[src/hdl/q2e_pkg.sv]
// Package for the quaternion to Euler angle converter.
// Holds working-format constants, the arctangent table and shared types.
// Depends on nothing.
package q2e_pkg;

    localparam int WORK_FRAC   = 30;
    // Working width: numerators/denominators reach about 2^35, CORDIC growth adds 2 bits.
    localparam int WORK_W      = 40;
    localparam int ANG_W       = 20;
    localparam int TABLE_DEPTH = 32;
    localparam int IDX_W       = 5;
    localparam int SQ_W        = 62;
    localparam int ROOT_W      = 32;

    localparam logic signed [ANG_W-1:0] PI_Q16      = 20'sd205887;
    localparam logic signed [ANG_W-1:0] PI_Q13      = 20'sd25736;
    localparam logic signed [ANG_W-1:0] HALF_PI_Q13 = 20'sd12868;

    typedef logic signed [WORK_W-1:0] work_t;
    typedef logic signed [ANG_W-1:0]  angle_t;

    // One CORDIC lane as it travels through the pipeline.
    typedef struct packed {
        work_t  x;
        work_t  y;
        angle_t z;
        logic   zero;
    } lane_t;

    // atan(2^-i) with 16 fraction bits, rounded to nearest.
    function automatic angle_t atan_entry(input logic [IDX_W-1:0] idx);
        angle_t r;
        begin
            case (idx)
                5'd0:  r = 20'sd51472;
                5'd1:  r = 20'sd30386;
                5'd2:  r = 20'sd16055;
                5'd3:  r = 20'sd8150;
                5'd4:  r = 20'sd4091;
                5'd5:  r = 20'sd2047;
                5'd6:  r = 20'sd1024;
                5'd7:  r = 20'sd512;
                5'd8:  r = 20'sd256;
                5'd9:  r = 20'sd128;
                5'd10: r = 20'sd64;
                5'd11: r = 20'sd32;
                5'd12: r = 20'sd16;
                5'd13: r = 20'sd8;
                5'd14: r = 20'sd4;
                5'd15: r = 20'sd2;
                5'd16: r = 20'sd1;
                default: r = '0;
            endcase
            return r;
        end
    endfunction

    // Pre-rotation into the right half plane.
    function automatic lane_t lane_start(input work_t y, input work_t x);
        lane_t l;
        begin
            l.zero = (x == '0) && (y == '0);
            if (x < 0)
            begin
                l.x = -x;
                l.y = -y;
                l.z = (y >= 0) ? PI_Q16 : -PI_Q16;
            end
            else
            begin
                l.x = x;
                l.y = y;
                l.z = '0;
            end
            return l;
        end
    endfunction

    function automatic lane_t lane_rotate(input lane_t l, input logic [IDX_W-1:0] s);
        lane_t r;
        work_t dx;
        work_t dy;
        begin
            r = l;
            dx = l.y >>> s;
            dy = l.x >>> s;
            if (l.y >= 0)
            begin
                r.x = l.x + dx;
                r.y = l.y - dy;
                r.z = l.z + atan_entry(s);
            end
            else
            begin
                r.x = l.x - dx;
                r.y = l.y + dy;
                r.z = l.z - atan_entry(s);
            end
            return r;
        end
    endfunction

    // Final rounding to 13 fraction bits, then clamp.
    function automatic angle_t lane_finish(input lane_t l, input angle_t lim);
        angle_t a;
        begin
            a = (l.z + 20'sd4) >>> 3;
            if (l.zero)
                a = '0;
            if (a > lim)
                a = lim;
            else if (a < -lim)
                a = -lim;
            return a;
        end
    endfunction

endpackage

[src/hdl/q2e_isqrt_stage.sv]
// One registered step of the restoring square root (floor), two result bits per stage.
// Depends on q2e_pkg.
module q2e_isqrt_stage #(
    parameter int BIT_HI = 31
) (
    input  logic                              clk,
    input  logic                              en,
    input  logic [q2e_pkg::SQ_W+1:0]          rem_in,
    input  logic [q2e_pkg::SQ_W+1:0]          res_in,
    output logic [q2e_pkg::SQ_W+1:0]          rem_out,
    output logic [q2e_pkg::SQ_W+1:0]          res_out
);
    localparam int W = q2e_pkg::SQ_W + 2;
    logic [W-1:0] rem_next;
    logic [W-1:0] res_next;
    logic [W-1:0] rem_reg;
    logic [W-1:0] res_reg;

    always_comb
    begin
        logic [W-1:0] v;
        logic [W-1:0] r;
        logic [W-1:0] b;
        v = rem_in;
        r = res_in;
        for (int k = BIT_HI; k > BIT_HI - 2; k--)
        begin
            b = '0;
            if (k >= 0)
            begin
                b[2*k] = 1'b1;
                if (v >= r + b)
                begin
                    v = v - (r + b);
                    r = (r >> 1) + b;
                end
                else
                begin
                    r = r >> 1;
                end
            end
        end
        rem_next = v;
        res_next = r;
    end

    always_ff @(posedge clk)
    begin
        if (en)
        begin
            rem_reg <= rem_next;
            res_reg <= res_next;
        end
    end

    assign rem_out = rem_reg;
    assign res_out = res_reg;
endmodule

[config.mk]
export PLATFORM = sky130hd
export DESIGN_NAME = q2e_isqrt_stage
export DESIGN_NICKNAME = d
export VERILOG_FILES = /design/src/hdl/q2e_pkg.sv /design/src/hdl/q2e_isqrt_stage.sv
export SDC_FILE = /design/constraint.sdc
export NUM_CORES = 1
export LEC_CHECK = 0
export BUFFER_PORTS_ARGS = -buffer_cell sky130_fd_sc_hd__buf_2
export CAP_MARGIN = 20
export CORE_ASPECT_RATIO = 0.5
export CORE_MARGIN = 5
export CORE_UTILIZATION = 53
export CTS_CLUSTER_SIZE = 20
export DETAILED_ROUTE_END_ITERATION = 7
export HOLD_SLACK_MARGIN = 0.03
export PLACE_DENSITY = 0.77
export REMOVE_ABC_BUFFERS = 1
export SLEW_MARGIN = 20
export SYNTH_ARGS = -nofsm -noshare
export SYNTH_HDL_FRONTEND = slang
export SYNTH_SLANG_ARGS = --single-unit
[constraint.sdc]
create_clock -name clk -period 9.2 [get_ports clk]
set_clock_uncertainty 0.15 [all_clocks]
set_input_delay 1.38 -clock clk [delete_from_list [all_inputs] [get_ports clk]]
set_output_delay 1.38 -clock clk [all_outputs]
set_load 0.1 [all_outputs]
======== Word-level counts from Yosys, hierarchy flattened ========
Cells that the tools add are included.
storage, ports and cells
  register bits after elaboration ......... 128
  latch bits .............................. 0
  bits in writable memories ............... 0
  ROM bits ................................ 0
  output and inout port bits .............. 128
  logic and storage cells ................. 15
  memories kept ........................... 0
operators by class
  add/subtract/negate cells ............... 6
  multipliers ............................. 0
  divide/modulo/power cells ............... 0
  order comparisons ....................... 2
  equal/unequal tests ..................... 0
  shift operators ......................... 0
  muxes and demuxes ....................... 4
  bitwise logic cells ..................... 0
  reductions and logical operators ........ 0
operator list
  kind                                                              count
  64-bit two-way mux                                                3
  64-bit greater-or-equal comparator                                2
  64-bit subtractor                                                 2
  63-bit by 61-bit adder with 64-bit output, second input constant  1
  63-bit by 63-bit adder with 64-bit output, second input constant  1
  64-bit by 61-bit adder with 64-bit output, second input constant  1
  64-bit by 63-bit adder with 64-bit output, second input constant  1
  63-bit two-way mux                                                1

======== Longest topological paths before layout ========
Gate-level depths: netlist of the first run.
  depth in word-level cells ............... 6
  mapped depth ............................ 33

======== Worst setup path before layout of the first run ========
No wires, ideal clock.
  path kind ............................... input-to-reg
  start point ............................. input rem_in[0] (netlist bit)
  end point ............................... register rem_reg[59], in the netlist rem_out[59] (data pin)
  data arrival time ....................... 7.211 ns
  slack ................................... 1.579 ns
  stages .................................. 31
  path buffers ............................ 4
  path through ............................ inv_1 ha_1 inv_1 fa_1 a21oi_1 o21ai_1 o22ai_2 o211ai_2 a211o_1 o31ai_1 a21oi_1 o31ai_1 a21oi_1 buf_2 buf_6 o21ai_0 ha_1 inv_1 fa_1 a211oi_1 o211a_1 o22ai_1 o21ai_0 nand2_1 a31o_2 a21oi_1 o21ai_0 a221oi_2 buf_2 buf_2 mux2_2
on the way
  word-level cells in the longest chain between the ends .. 5
  elaborated cells between the ends (all ways) .. 8
  classes of those cells .................. add/sub (3); order compare (2); mux (3)
ends and longest elaborated chain
  item                                                                            RTL line                                      RTL
  from (decl)                                                                     q2e_isqrt_stage.sv:8                          input logic [q2e_pkg::SQ_W+1:0] rem_in,
  64-bit greater-or-equal comparator                                              q2e_isqrt_stage.sv:32                         if (v >= r + b)
  64-bit two-way mux                                                              q2e_isqrt_stage.sv:32
  64-bit by 61-bit adder with 64-bit output                                       q2e_isqrt_stage.sv:32, q2e_isqrt_stage.sv:34
  64-bit subtractor / 64-bit greater-or-equal comparator (equally long branches)  q2e_isqrt_stage.sv:34, q2e_isqrt_stage.sv:32
  64-bit two-way mux *                                                            q2e_isqrt_stage.sv:32
  via rem_next[59]                                                                q2e_isqrt_stage.sv:14                         logic [W-1:0] rem_next;
  to (signal assigned)                                                            q2e_isqrt_stage.sv:51                         rem_reg <= rem_next;
  to (decl)                                                                       q2e_isqrt_stage.sv:16                         logic [W-1:0] rem_reg;
The timed path passes the listed nets; every way through them passes the cells marked *.
A chain may end at the register's enable or synchronous reset.

======== Worst setup path after layout of the first run ========
  start point ............................. input rem_in[0] (netlist bit)
  end point ............................... register rem_reg[60], in the netlist rem_out[60] (data pin)
Same word-level chain as after synthesis.

==> results of run 1 <==
synth_stat cells (14+ instances only):
library cell / count
sky130_fd_sc_hd__nor2_1: 94
sky130_fd_sc_hd__nor2b_1: 16
sky130_fd_sc_hd__nand4_1: 30
sky130_fd_sc_hd__xnor2_1: 74
sky130_fd_sc_hd__nand3_1: 18
sky130_fd_sc_hd__o21a_1: 14
sky130_fd_sc_hd__clkbuf_1: 41
sky130_fd_sc_hd__ha_1: 131
sky130_fd_sc_hd__edfxtp_1: 128
sky130_fd_sc_hd__a21o_1: 77
sky130_fd_sc_hd__o21ai_0: 111
sky130_fd_sc_hd__mux2_2: 77
sky130_fd_sc_hd__a21oi_1: 155
sky130_fd_sc_hd__o21bai_1: 25
sky130_fd_sc_hd__nor3_1: 18
sky130_fd_sc_hd__inv_1: 85
sky130_fd_sc_hd__nand2_1: 173
sky130_fd_sc_hd__xor2_1: 49
layer usage:
layer | up-vias | share of wire (%) | track usage, %
met1 | 5832 | 44 | 37.1
met5 | - | 0.058 | 0
li1 | 6001 | - | -
met2 | 536 | 45 | 43.7
met4 | 4 | 2.6 | 9.42
met3 | 79 | 8.1 | 6.80
metrics by stage:
| step | hold slack (ns) | worst slack (ns) | power, uW | instance area (um2) | util [%] |
|---|---|---|---|---|---|
| global placement | 1.42 | 0.756 | 3350 | 14600 | 60.8 |
| floorplan | 1.33 | -3.84 | 2870 | 12700 | - |
| CTS | 0.950 | 0.910 | 4070 | 15200 | 63.2 |
| finish | 0.964 | 0.680 | 4080 | 15200 | 63.2 |
| detailed placement | 1.42 | 0.486 | 3360 | 14600 | 60.8 |
| global route | 0.951 | 0.210 | 4280 | 15200 | 63.2 |
layout make-up:
| class | count | area [um2] | area share, % |
|---|---|---|---|
| diodes | 4 | 10.0 | 0.0659 |
| clock inverters | 11 | 146 | 0.964 |
| clock buffers | 19 | 433 | 2.85 |
| well taps | 315 | 394 | 2.60 |
| repair buffers | 278 | 1480 | 9.71 |
| multi-input cells | 1229 | 8570 | 56.4 |
| flip-flops and latches | 128 | 3840 | 25.3 |
| inverters | 85 | 319 | 2.10 |
state kept, by name (all words and copies together) (netlist names):
signal   flops
rem_out     64
res_out     64
cells in the final DEF, fill, tap and decap left out, drive strengths merged, types with 5 or more instances in the layout:
cell     synthesis  final
a2111oi          5      5
a211o            6      6
a211oi          14     14
a21boi           8      8
a21o            77     77
a21oi          155    155
a221oi           5      5
a31o             9      9
a31oi           13     13
and2             5      5
and3            12     12
buf             16    278
clkbuf          41     19
clkinv           0      7
edfxtp         128    128
ha             131    131
inv             85     85
mux2            77     77
nand2          173    173
nand2b          13     13
nand3           18     18
nand4           30     30
nor2            94     94
nor2b           16     16
nor3            18     18
o211ai           8      8
o21a            14     14
o21ai          117    117
o21bai          25     25
o22ai            7      7
o31ai           12     12
or3              7      7
xnor2           74     74
xor2            49     49
critical path, delay by kind of cell:
family	cells	cell delay, ns
buf+inv	5	0.49
fa+ha+maj	4	1.18
xor+xnor	1	0.17
compound gates	20	5.06
mux	1	0.28
path summary, 6_finish.rpt:
kind                   from           to  cells past startpoint
setup / recovery  rem_in[0]  rem_out[60]                     31
hold / removal    res_in[8]   res_out[6]                      1
power breakdown:
| part | leakage (uW) | internal, uW | switching (uW) | total [uW] |
|---|---|---|---|---|
| combinational | 0.00534 | 676 | 1850 | 2520 |
| sequential | 0.00125 | 832 | 32.2 | 864 |
| clock | 0.000279 | 442 | 250 | 692 |
kinds of logic (layout without fill, tap and decap cells):
kind of cell | Yosys count | count (layout) | synth area share [%]
adders and majority gates | 134 | 134 | 13.1
muxes | 79 | 79 | 6.86
AOI/OAI and AO/OA | 491 | 491 | 23.7
DFF | 128 | 128 | 29.7
and+or+nand+nor | 402 | 402 | 14.1
xor gates and xnor gates | 123 | 123 | 8.33
other | 0 | 4 | 0
buffers and inverters | 142 | 393 | 4.27
==> out/summary.txt, run 1 <==
==============================================================================
Status .......................................................... complete, no violations
Slowest cell on the critical path ............................... sky130_fd_sc_hd__a211oi_1
Total via count in the routed design ............................        12452
Post-cts repair resize count ....................................            0
Cell area after synthesis .......................................   0.0129 mm2
Pin count of the biggest net entering global routing ............           67
Number of port buffers ..........................................          257
Deepest clock path buffer count .................................            2
Data required, critical path ....................................      9.25 ns
Average vias per placed instance ................................         6.02
Power density over the cells ....................................   269 mW/mm2
Initial core utilization ........................................        53.9%
Highest cell delay on the worst timing path .....................      0.44 ns
Maximum ir drop on the vdd rail .................................       193 uV
Class of the worst hold path ....................................       in2reg
Setup Fix Bufs, Post-CTS ........................................            0
Max_cap viols ...................................................            0
Flip-flop and latch count after synthesis .......................          128
Async set-reset flop share out of synthesis .....................           0%
Placer congestion estimate ......................................        0.985
Fin crit period .................................................      8.52 ns
Ratio of cells with drive above 1 in the final layout ...........        22.6%
DRT iter0 DRCs ..................................................         1046
Post-cts hold buffer count ......................................            0
Pin slew with the least headroom to its limit ...................     0.853 ns
Finish-stage setup viols ........................................            0
Clock tree from TritonCTS .......................................        built
LEAKAGE .........................................................   0.00687 uW
Arrival time reported for the critical path endpoint ............      8.57 ns
Type of element launching the critical path ..................... primary input
Final-layout fill cell count ....................................         2137
Pre-antenna DRT Iters ...........................................            6
Row Count .......................................................           40
Synth-to-layout area growth .....................................        17.4%
Dominant cell type by area after synthesis ...................... sky130_fd_sc_hd__edfxtp_1
Total negative slack for setup checks ...........................         0 ns
Die footprint ...................................................   0.0278 mm2
# IOs ...........................................................          258
Die span in y ...................................................       120 um
Final Instance Count excl. Fillers ..............................         2069
H-tree depth reported by CTS ....................................            4
Syn avg cell area ...............................................     8.63 um2
Number of antenna-violating nets in the routed design ...........            0
Area share of the leading cell type in the synthesized netlist ..        29.7%
# DRC ...........................................................            0
Initial antenna violation count .................................            6
Count of flip-flops with a built-in enable after synthesis ......          128
Total routing resource utilization after global routing .........        27.6%
Final HPWL from detailed placement ..............................      31.9 mm
Count of warnings emitted by yosys ..............................            0
Crit share post-route ...........................................        92.6%
Synthesized instance count ......................................         1499
Via count of the first global-routing pass ......................        11736
Number of pins with negative max-slew slack in the final report .            0
Upper clock frequency limit .....................................    0.117 GHz
Per-cell routed wire length .....................................      19.1 um
Worst-case headroom to the max-slew limit .......................        43.1%
Clock buffer count from CTS .....................................           17
Root buffer cell ................................................ sky130_fd_sc_hd__clkbuf_16
Cell types with the largest area share after synthesis .......... sky130_fd_sc_hd__edfxtp_1 (30%), sky130_fd_sc_hd__ha_1 (13%), sky130_fd_sc_hd__mux2_2 (6.7%)
Horizontal die dimension ........................................       231 um
Category of the critical setup timing path ......................       in2reg
Setup repair after global routing missed its margin .............        false
Clock-pin slew on the worst setup and hold paths ................      0.06 ns
Count of unique library cells instantiated by Yosys .............           63
Routed Wire Length ..............................................      39.5 mm
CP endpoint kind ................................................     register
Hold Fails Final Rpt ............................................            0
Cell count after placement ......................................         2035
Most instantiated flip-flop cell in the synthesis netlist ....... sky130_fd_sc_hd__edfxtp_1
Num Clock Sinks .................................................          128
Sequential fraction of the synthesis area .......................        29.7%
Wire length of the first global-routing pass ....................      61.3 mm
Highest net fanout along the worst path .........................           15
Final global-route overflow total ...............................            0
Placeable core area .............................................   0.0240 mm2
Final net count .................................................         2003
==============================================================================
Note: power is estimated with default switching activity, not from simulation.
==> run 2, diff against run 1 <==
- ABC_CLOCK_PERIOD_IN_PS: not set -> 9200
- CORE_MARGIN: 5 -> 10
- CTS_BUF_LIST: not set -> sky130_fd_sc_hd__clkbuf_16
==> out/summary.txt, run 2 (synthesis results as in run 1) <==
==============================================================================
Placeable core area .............................................   0.0240 mm2
Detailed route wirelength on metal3 .............................      3.37 mm
Crit share post-route ...........................................        92.2%
Routed Wire Length ..............................................      40.9 mm
Clock buffer count from CTS .....................................           17
Hold-critical path depth ........................................            1
Per-cell routed wire length .....................................      19.7 um
Pin slew with the least headroom to its limit ...................     0.961 ns
Data required, critical path ....................................      9.25 ns
Clock tree from TritonCTS .......................................        built
Pin count of the biggest net entering global routing ............           66
Synth-to-layout area growth .....................................        17.3%
Final global-route overflow total ...............................            0
LEAKAGE .........................................................   0.00686 uW
Post-cts repair resize count ....................................            0
Initial core utilization ........................................        53.9%
Worst-case headroom to the max-slew limit .......................        35.4%
WL met2 .........................................................      19.2 mm
Final HPWL from detailed placement ..............................      33.2 mm
Met1 layer wirelength in the final routing ......................      17.7 mm
Setup repair after global routing missed its margin .............        false
Maximum ir drop on the vdd rail .................................       219 uV
Leading cell type in the layout, fill and taps excluded ......... sky130_fd_sc_hd__buf_2
Row Count .......................................................           40
Highest routing layer actually used .............................         met5
Num Clock Sinks .................................................          128
Power density over the cells ....................................   267 mW/mm2
Die footprint ...................................................   0.0314 mm2
# DRC ...........................................................            0
Fin worst setup slack ...........................................     0.717 ns
Number of pins with negative max-slew slack in the final report .            0
Total negative slack for setup checks ...........................         0 ns
Class of the worst hold path ....................................       in2reg
Max_cap viols ...................................................            0
Cell count after placement ......................................         2035
Total routing resource utilization after global routing .........        25.4%
Slowest cell on the critical path ............................... sky130_fd_sc_hd__a211oi_1
Setup Fix Bufs, Post-CTS ........................................            0
Final net count .................................................         2003
Post-cts hold buffer count ......................................            0
Type of element launching the critical path ..................... primary input
Most frequent cells in the layout ............................... sky130_fd_sc_hd__buf_2 (256), sky130_fd_sc_hd__nand2_1 (173), sky130_fd_sc_hd__a21oi_1 (154), sky130_fd_sc_hd__ha_1 (131), sky130_fd_sc_hd__edfxtp_1 (128)
Number of antenna-violating nets in the routed design ...........            0
Ratio of cells with drive above 1 in the final layout ...........        23.2%
Total via count in the routed design ............................        12442
Fin crit period .................................................      8.48 ns
Hold Fails Final Rpt ............................................            0
Wire length of the first global-routing pass ....................      63.4 mm
Fin Hold WS .....................................................     0.967 ns
Initial antenna violation count .................................            6
CP endpoint kind ................................................     register
# IOs ...........................................................          258
Average vias per placed instance ................................         6.00
Finish-stage setup viols ........................................            0
Area occupied by multi-input gates ..............................  0.00857 mm2
Upper clock frequency limit .....................................    0.118 GHz
Number of port buffers ..........................................          257
Root buffer cell ................................................ sky130_fd_sc_hd__clkbuf_16
Die span in y ...................................................       130 um
Final-layout fill cell count ....................................         2149
Horizontal die dimension ........................................       241 um
Post-placement setup slack ......................................     0.454 ns
Category of the critical setup timing path ......................       in2reg
Sequential cell area in the final layout ........................  0.00384 mm2
Final Instance Count excl. Fillers ..............................         2072
Pre-antenna DRT Iters ...........................................            6
Highest net fanout along the worst path .........................           13
Total design power ..............................................      4060 uW
Placer congestion estimate ......................................        0.978
Deepest clock path buffer count .................................            2
H-tree depth reported by CTS ....................................            4
Status .......................................................... complete, no violations
Clock-pin slew on the worst setup and hold paths ................      0.06 ns
Via count of the first global-routing pass ......................        11833
Arrival time reported for the critical path endpoint ............      8.53 ns
DRT iter0 DRCs ..................................................         1215
Highest cell delay on the worst timing path .....................      0.44 ns
==============================================================================
run 2: cell count changes in the layout (fill, tap and decap cells not counted):
cell,previous run,this run
sky130_fd_sc_hd__clkinv_1,7,0
sky130_fd_sc_hd__clkbuf_1,2,0
sky130_fd_sc_hd__clkinv_4,0,1
sky130_fd_sc_hd__clkinvlp_4,0,7
sky130_fd_sc_hd__clkinv_2,0,5
sky130_fd_sc_hd__diode_2,4,5
sky130_fd_sc_hd__bufinv_16,4,2
run 2: final cells by class:
class                      count  share of cell area (%)
antenna                        5                  0.0824
clock buffer                  17                    2.80
clock inverter                15                   0.964
inverter                      85                    2.10
multi-input combinational   1229                    56.4
sequential                   128                    25.3
tap                          315                    2.60
timing repair buffer         278                    9.72
run 2: final timing paths:
kind / start / endpoint / slack [ns]
worst max-delay path: rem_in[0] / rem_out[60] / 0.72
worst min-delay path: res_in[4] / res_out[2] / 0.97
run 2: per-stage QoR:
stage / util (%) / cell area, um2
floorplan: - / 12700
global placement: 60.8 / 14600
detailed placement: 60.8 / 14600
CTS: 63.1 / 15200
global route: 63.2 / 15200
finish: 63.2 / 15200
run 2: metal layers:
layer	global-route usage, %	vias to the layer above
met1	33.3	5896
met3	6.08	45
met4	7.09	2
met2	41.5	505
li1	-	5994
met5	0	-
run 2: critical path, delay by kind of cell:
kind / cells / cell delay, ns
XOR/XNOR: 1 / 0.16
AO/OA/AOI/OAI: 20 / 5.02
adder cells (fa/ha/maj): 4 / 1.23
multiplexers: 1 / 0.26
buffers and inverters: 5 / 0.48
run 2: power by group:
part	total, uW	leakage [uW]	switching (uW)	internal (uW)
clock network	669	0.000262	274	394
logic	2520	0.00534	1840	678
registers	867	0.00125	34.9	832
total	4060	0.00686	2150	1900
==> run 3, diff against run 2 <==
- CORE_ASPECT_RATIO: 0.5 -> 0.6
==> out/summary.txt, run 3 (synthesis results as in run 1) <==
==============================================================================
Row Count .......................................................           44
Initial antenna violation count .................................            1
Total via count in the routed design ............................        12850
Status .......................................................... complete, no violations
Number of antenna-violating nets in the routed design ...........            0
Average vias per placed instance ................................         6.20
Met3 Resource Use GR ............................................        13.0%
Die span in y ...................................................       141 um
Post-placement setup slack ......................................   -0.0569 ns
Placeable core area .............................................   0.0241 mm2
Final global-route overflow total ...............................            0
Num Clock Sinks .................................................          128
Highest cell delay on the worst timing path .....................      0.57 ns
Hold Fails Final Rpt ............................................            0
Cell count after placement ......................................         2038
Fin crit period .................................................      9.07 ns
Finish-stage setup viols ........................................            0
Data required, critical path ....................................      9.25 ns
Setup Fix Bufs, Post-CTS ........................................            0
Area occupied by multi-input gates ..............................  0.00857 mm2
Sequential cell area in the final layout ........................  0.00384 mm2
Final HPWL from detailed placement ..............................      39.0 mm
Crit share post-route ...........................................        98.6%
Initial core utilization ........................................        53.7%
Wire length of the first global-routing pass ....................      71.3 mm
CP endpoint kind ................................................     register
Final-layout fill cell count ....................................         2148
Type of element launching the critical path ..................... primary input
Global-route met2 utilization ...................................        35.0%
Total design power ..............................................      4140 uW
Total routing resource utilization after global routing .........        28.9%
Routed Wire Length ..............................................      47.5 mm
# DRC ...........................................................            0
Number of port buffers ..........................................          257
Pin slew with the least headroom to its limit ...................      1.15 ns
Fin Hold WS .....................................................     0.971 ns
Number of pins with negative max-slew slack in the final report .            0
H-tree depth reported by CTS ....................................            4
Max_cap viols ...................................................            0
Via count of the first global-routing pass ......................        11783
Pre-antenna DRT Iters ...........................................            6
Min-delay src ...................................................   res_in[54]
Arrival time reported for the critical path endpoint ............      9.12 ns
Ratio of cells with drive above 1 in the final layout ...........        22.9%
Most used routing layer .........................................         met1
Final net count .................................................         1999
Die footprint ...................................................   0.0313 mm2
Post-cts hold buffer count ......................................            0
LEAKAGE .........................................................   0.00685 uW
Hold-critical path depth ........................................            1
Class of the worst hold path ....................................       in2reg
M1 GR Usage .....................................................        44.4%
Clock tree from TritonCTS .......................................        built
Post-detailed-placement cell area ...............................   0.0146 mm2
Pin count of the biggest net entering global routing ............           80
Horizontal die dimension ........................................       222 um
Leading cell type in the layout, fill and taps excluded ......... sky130_fd_sc_hd__buf_2
Deepest clock path buffer count .................................            2
Per-cell routed wire length .....................................      22.9 um
End of the worst hold path ......................................  res_out[52]
Cell area after layout ..........................................   0.0152 mm2
Most frequent cells in the layout ............................... sky130_fd_sc_hd__buf_2 (256), sky130_fd_sc_hd__nand2_1 (173), sky130_fd_sc_hd__a21oi_1 (154), sky130_fd_sc_hd__ha_1 (131), sky130_fd_sc_hd__edfxtp_1 (128)
Placer congestion estimate ......................................         1.07
Fin worst setup slack ...........................................     0.132 ns
Maximum ir drop on the vdd rail .................................       177 uV
Upper clock frequency limit .....................................    0.110 GHz
Power density over the cells ....................................   273 mW/mm2
DRT iter0 DRCs ..................................................         1890
# IOs ...........................................................          258
Highest net fanout along the worst path .........................            8
Slowest cell on the critical path ............................... sky130_fd_sc_hd__o31ai_1
Category of the critical setup timing path ......................       in2reg
Root buffer cell ................................................ sky130_fd_sc_hd__clkbuf_16
Clock-pin slew on the worst setup and hold paths ................      0.07 ns
Final Instance Count excl. Fillers ..............................         2074
Clock buffer count from CTS .....................................           17
Worst-case headroom to the max-slew limit .......................        22.2%
Synth-to-layout area growth .....................................        17.1%
==============================================================================
## run 3: metrics by stage
stage	util [%]	TNS, ns
3_5_place_dp	60.5	-0.0569
2_1_floorplan	-	-259.74
5_1_grt	62.8	-0.00862
4_1_cts	62.8	0
3_3_place_gp	60.5	0
6_report	62.8	0
## run 3: what timing repair did
action	in CTS	in global routing
gates resized for setup	0	1
hold endpoints to repair	0	0
endpoints found under the setup margin	0	1
## run 3: worst max path at each step
stage	startpoint	endpoint	depth (start not counted)
6_report	rem_in[0]	rem_out[60]	30
5_1_grt	rem_in[0]	rem_out[60]	30
4_1_cts	rem_in[0]	rem_out[60]	30
3_5_place_dp	rem_in[0]	rem_out[60]	30
3_3_place_gp	rem_in[0]	rem_out[60]	30
2_1_floorplan	rem_in[0]	rem_out[1]	25
## run 3: power breakdown
| part | switching (uW) | internal (uW) | leakage, uW |
|---|---|---|---|
| sequential | 40.0 | 832 | 0.00125 |
| clock | 286 | 369 | 0.000271 |
| combinational | 1940 | 678 | 0.00533 |
| total | 2260 | 1880 | 0.00685 |
## run 3: layout make-up
cell class              instances  area share, %
well taps                     322           2.66
clock inverters                15          0.817
repair buffers                274           9.62
multi-input cells            1229           56.6
flip-flops and latches        128           25.4
inverters                      85           2.11
clock buffers                  17           2.81
diodes                          4         0.0661
## run 3: routing by layer
metal	up-vias	wire length [um]
li1	5992	-
met4	2	478
met3	45	6920
met1	6014	23000
met5	-	43
met2	797	17100
## run 3: critical path, delay by kind of cell
kind,cells,cell delay [ns]
compound gates,20,5.80
buf+inv,4,0.28
mux,1,0.26
xor+xnor,1,0.17
fa+ha+maj,4,1.21
